--- src/sv/bidsig_pkg.sv ---
// shared types and codes for the book imbalance decay signal
package bidsig_pkg;

  // action codes on the input channel
  localparam logic [1:0] ACT_MARKET = 2'd0;
  localparam logic [1:0] ACT_INTR   = 2'd1;
  localparam logic [1:0] ACT_RESUME = 2'd2;
  localparam logic [1:0] ACT_UNUSED = 2'd3;

  // request kinds held in the queue
  localparam logic [1:0] KIND_MARKET = 2'd0;
  localparam logic [1:0] KIND_INTR   = 2'd1;
  localparam logic [1:0] KIND_RESUME = 2'd2;

  localparam int QDEPTH = 4;
  localparam int QPTR_W = 2;
  localparam int OUT_W  = 19;

  localparam logic [15:0] DECAY_RESET = 16'd39322;

  typedef struct packed {
    logic [1:0]         kind;
    logic               from_leader;
    logic               from_follower;
    logic               books_ready;
    logic signed [31:0] bid_price;
    logic signed [31:0] ask_price;
    logic [23:0]        bid_size;
    logic [23:0]        ask_size;
  } item_t;

endpackage

--- src/sv/bidsig_fifo.sv ---
// short request queue between front and back
module bidsig_fifo (
  input  logic              clk,
  input  logic              rst,
  input  logic              push,
  input  bidsig_pkg::item_t push_item,
  input  logic              pop,
  output bidsig_pkg::item_t head,
  output logic              full,
  output logic              empty
);

  bidsig_pkg::item_t                 mem [bidsig_pkg::QDEPTH];
  logic [bidsig_pkg::QPTR_W-1:0]     wr_ptr;
  logic [bidsig_pkg::QPTR_W-1:0]     rd_ptr;
  logic [bidsig_pkg::QPTR_W:0]       count;

  assign full  = (count == (bidsig_pkg::QPTR_W+1)'(bidsig_pkg::QDEPTH));
  assign empty = (count == '0);
  assign head  = mem[rd_ptr];

  always_ff @(posedge clk) begin
    if (push) begin
      mem[wr_ptr] <= push_item;
    end
  end

  always_ff @(posedge clk) begin
    if (rst) begin
      wr_ptr <= '0;
      rd_ptr <= '0;
      count  <= '0;
    end else begin
      if (push) begin
        wr_ptr <= wr_ptr + 1'b1;
      end
      if (pop) begin
        rd_ptr <= rd_ptr + 1'b1;
      end
      if (push && !pop) begin
        count <= count + 1'b1;
      end else if (pop && !push) begin
        count <= count - 1'b1;
      end
    end
  end

endmodule

--- config.mk ---
export PLATFORM = sky130hd
export DESIGN_NAME = bidsig_fifo
export DESIGN_NICKNAME = d
export VERILOG_FILES = /design/src/sv/bidsig_pkg.sv /design/src/sv/bidsig_fifo.sv
export SDC_FILE = /design/constraint.sdc
export NUM_CORES = 1
export LEC_CHECK = 0
export ABC_CLOCK_PERIOD_IN_PS = 4200
export BUFFER_PORTS_ARGS = -buffer_cell sky130_fd_sc_hd__clkbuf_2
export CORE_ASPECT_RATIO = 0.6
export CORE_MARGIN = 2
export CORE_UTILIZATION = 57
export DETAILED_ROUTE_END_ITERATION = 6
export GPL_ROUTABILITY_DRIVEN = 0
export PLACE_DENSITY = 0.89
export SLEW_MARGIN = 20
export SYNTH_ARGS = -nofsm -noshare
export SYNTH_HDL_FRONTEND = slang
export SYNTH_SLANG_ARGS = --single-unit
--- constraint.sdc ---
create_clock -name clk -period 4.2 [get_ports clk]
set_clock_uncertainty 0.05 [all_clocks]
set_input_delay 0.63 -clock clk [delete_from_list [all_inputs] [get_ports clk]]
set_output_delay 0.63 -clock clk [all_outputs]
set_load 0.005 [all_outputs]
# Word level (Yosys, flattened, before mapping)
# Memories as Yosys holds them, arrays and structs flattened. A register that Yosys moved wholly into a read port is not among the register bits.
# Cells that the tools add are included.
dict set report op_classes {
  reduce_logical 6
  eq_ne 1
  add_sub_neg 4
  n_mux 6
}
# cell n
set ops {}
lappend ops {{two-way mux 3 bit} 2}
lappend ops {{adder 2 x 1 -> 2 bit (second input constant)} 2}
lappend ops {{two-way mux 2 bit} 2}
lappend ops {{adder 3 x 1 -> 3 bit (second input constant)} 1}
lappend ops {{== test 3 bit (second input constant)} 1}
lappend ops {{zero test 3 bit} 1}
lappend ops {{subtractor 3 x 1 -> 3 bit (second input constant)} 1}
lappend ops {{logical AND 1 bit} 2}
lappend ops {{zero test 1 bit} 2}
lappend ops {{two-way mux 1 bit} 2}
lappend ops {{nonzero test 2 bit} 1}
dict set report totals {
  regBits 7
  inputBits 121
  mem_bits_rw 468
  out_inout_bits 119
  n_memories 1
}
# memory depth word_bits rd rd_clocked_by_memory_dff write_ports line
set mem_list {}
lappend mem_list {mem 4 117 1 1 1 bidsig_fifo.sv:13} ;# bidsig_pkg::item_t mem [bidsig_pkg::QDEPTH];

# Depth between registers and ports, before layout
dict set report logic_depth {
  depth_word 4
  mapped_depth 7
  depth_no_buf 7
}

# Least setup slack after synthesis
# No wires, ideal clock.
dict set report synth_timing {
  kind {input-to-reg}
  from {in push}
  to {mem mem[0][0] (netlist name) (enable)}
  setup_slack_ps 343
  path_stages 1
  arrival_ps 3318
  required_ps 3661
  path_buffers 0
  setup_time_ps 489
  path_cell_list {and2_1}
}
dict set report synth_via {
  elab_chain_cells 2
}
# item line
set synth_rtl {}
lappend synth_rtl {{start: declaration} bidsig_fifo.sv:5} ;# input logic push,
lappend synth_rtl {{two-way mux 1 bit} bidsig_fifo.sv:23} ;# if (push) begin
lappend synth_rtl {{two-way mux 1 bit (implied by the code)} bidsig_fifo.sv:24} ;# mem[wr_ptr] <= push_item;
lappend synth_rtl {{end: declaration} bidsig_fifo.sv:13}
# Every way passes these cells.

==> results.yml <==
clocking:
  cts_tree: "done"
  cts_max_path_buffers: 3
  path_clk_slew_ns: 0.07
  ctsResizeCount: 0
  cts_root_buf: "clkbuf_16"
  insertion_delay_ns: 0.52
  cts_sinks: 477
  cts_hold_buf: 0
  postCtsSetupBuffers: 0
  cts_buffers: 41
  cts.htree.levels: 2
critical_path:
  critical_path_class: "register to output port"
  r2r-start: "wr_ptr[0]$_SDFFE_PP0P_"
  path_max_fanout: 59
  slowest_stage: "dfxtp_4"
  cp.required_ns: 3.52
  path_cells: "buf_12 > mux4_2 > clkbuf_2"
  worstPathArrival_ns: 2.43
  start_kind: "register"
  slowest_delay_ns: 0.93
  endpoint_kind: "output port"
die:
  ioPinCount: 240
  dieHeight_microns: 139
  fp.dieW_microns: 229
  start_util_pct: 57.9
  die_area_sq_um: 31800
  num_rows: 49
  core_sq_um: 29900
routing:
  ant_nets: 0
  detail_route.iter0.violations: 698
  vias_per_cell: 5.78
  route.detailed.drc: 0
  dr.pass1.iters: 5
  post_drt_wl_per_cell_microns: 25.1
  vias: 7875
  wl_microns: 34200
power:
  intPower_mw: 8.27
  vdd_ir_drop_max_uv: 419
  seq_power_share_pct: 53.2
  combPwrFrac_pct: 8.7
  swShare_pct: 20.9
  p_leak_nw: 6.92
  power_density_nw_per_um2: 511
  power_switching_mw: 2.18
  clock_power_share_pct: 38.1
layout:
  antenna_cells: 0
  multi_input_area_sq_um: 2880
  num-fill-cells: 1770
  stdcell_count: 1363
  drive_gt1_share_pct: 45.8
  register_area_sq_um: 14200
  synthToLayoutAreaGrowth_pct: 18.3
  nets: 1053
sta:
  period_share_pct: 74.1
  tightestPinTransition_ns: 0.928
  tns_ns: 0
  finalHoldViolCount: 0
  fmax_ghz: 0.321
  rsz0062_at_grt: "false"
  setup_viol: 0
  drv_slew: 0
  post-route-min-period_ns: 3.11
  relSlewSlack_pct: 38.1
job:
  maxCapViolations: 0
synth:
  synthCells: 655
  yosysSeqAreaShare_pct: 82.4
  ys_ff_latch: 477
  synth_area_leaders: "edfxtp_1 81%, mux4_2 15%, dfxtp_1 1.0%"
  syn-cell-area_sq_um: 17300
  synth_area_leader_cell: "edfxtp_1"
  synth_top_cell_area_share_pct: 81.4
  ys_types: 21
  yosys_warnings: 0
  syn_avg_cell_area_sq_um: 26.4
  synth_nets: 782
min_path:
  hold_class: "input port to register"
  min_from: "push_item[63]"
status:
  status: "finished, final reports clean"
grt:
  grt_max_degree: 71
  antenna_found_initial: 0
  grt_pass1_vias: 8283
  overflow: 0
  grt_pass1_wl_microns: 51700
  grt_use_total_pct: 21.9
place:
  hpwl_microns: 20100
  place_inst: 1291
  numPortBuffers: 239
[critical path, delay by kind of cell (launching register included)]
kind     cells  cell delay, ns
buf+inv      2            0.50
flops        1            0.93
mux          1            0.39
[final timing paths]
path | endpoint | slack, ns | cells past startpoint
hold reg to reg | count[2]$_SDFFE_PP0P_ | 0.46 | 2
setup / recovery | head[37] | 1.09 | 3
setup reg to reg | mem[3][53]$_DFFE_PP_ | 2.11 | 3
hold / removal | mem[1][63]$_DFFE_PP_ | 0.26 | 1
[cell type report]
| class | count | area share, % |
|---|---|---|
| inverters | 4 | 0.0735 |
| multi-input cells | 147 | 14.1 |
| clock inverters | 23 | 1.68 |
| repair buffers | 255 | 6.81 |
| flip-flops and latches | 477 | 69.7 |
| well taps | 408 | 2.50 |
| clock buffers | 49 | 5.17 |
[Yosys cell counts]
library cell,number
buf_4,1
nor2_1,7
ha_1,5
nand2_1,1
nor3b_1,1
a21oi_1,1
inv_1,4
mux2i_1,2
buf_2,13
fa_1,1
dfxtp_1,9
buf_6,5
o21ai_0,1
or3_1,1
mux4_2,117
clkbuf_1,8
xnor2_1,2
xor2_1,3
and2_1,4
nor3_1,1
edfxtp_1,468
[layout by cell type, fill, tap and decap left out, types with 3 or more instances in the layout]
master / instances
mux4_2: 117
xor2_1: 3
clkbuf_2: 239
bufinv_16: 9
buf_12: 6
dfxtp_1: 7
ha_1: 5
inv_1: 4
clkbuf_16: 41
edfxtp_1: 468
buf_4: 10
clkinv_1: 5
nor2_1: 7
clkinv_2: 6
clkbuf_1: 8
and2_4: 4
[sequential cells by signal, summed over array words and instances, names as in the netlist, named ones only]
| signal | cells |
|---|---|
| mem | 468 |
| count | 3 |
| rd_ptr | 2 |
| wr_ptr | 2 |
[metal layers]
layer  up-vias  track usage, %  routed length [microns]
met2       336            35.7                    17300
met4         0            4.58                      485
met3        42            5.90                     2950
li1       3357               -                        -
met5         -               0                        0
met1      4140            30.7                    13400
[cell families after synthesis]
group / after synthesis / share of synthesized area [%]
DFF: 477 / 82.4
muxes: 119 / 15.4
xor gates and xnor gates: 5 / 0.254
adders and majority gates: 6 / 0.478
and+or+nand+nor: 15 / 0.427
buffers and inverters: 31 / 1.01
AOI/OAI and AO/OA: 2 / 0.0579
[metrics by stage]
| step | total power [mW] | util (%) | hold slack, ns | worst slack, ns | area [sq um] |
|---|---|---|---|---|---|
| finish | 10.4 | 68.4 | 0.264 | 1.09 | 20400 |
| global route | 10.8 | 68.4 | 0.248 | 0.986 | 20400 |
| global placement | 6.53 | 63.7 | 0.433 | 1.68 | 19000 |
| floorplan | 6.15 | - | 0.416 | 0.343 | 17300 |
| detailed placement | 6.57 | 63.7 | 0.462 | 1.65 | 19000 |
| CTS | 10.5 | 68.4 | 0.237 | 1.08 | 20400 |
[power groups by stage]
stage	clock, mW	combinational (mW)	sequential [mW]
CTS	4.04	0.923	5.57
global placement	0	0.880	5.65
global route	4.21	0.977	5.58
floorplan	0	0.518	5.63
detailed placement	0	0.911	5.66
finish	3.98	0.907	5.56
(Power assumes the default switching activity.)
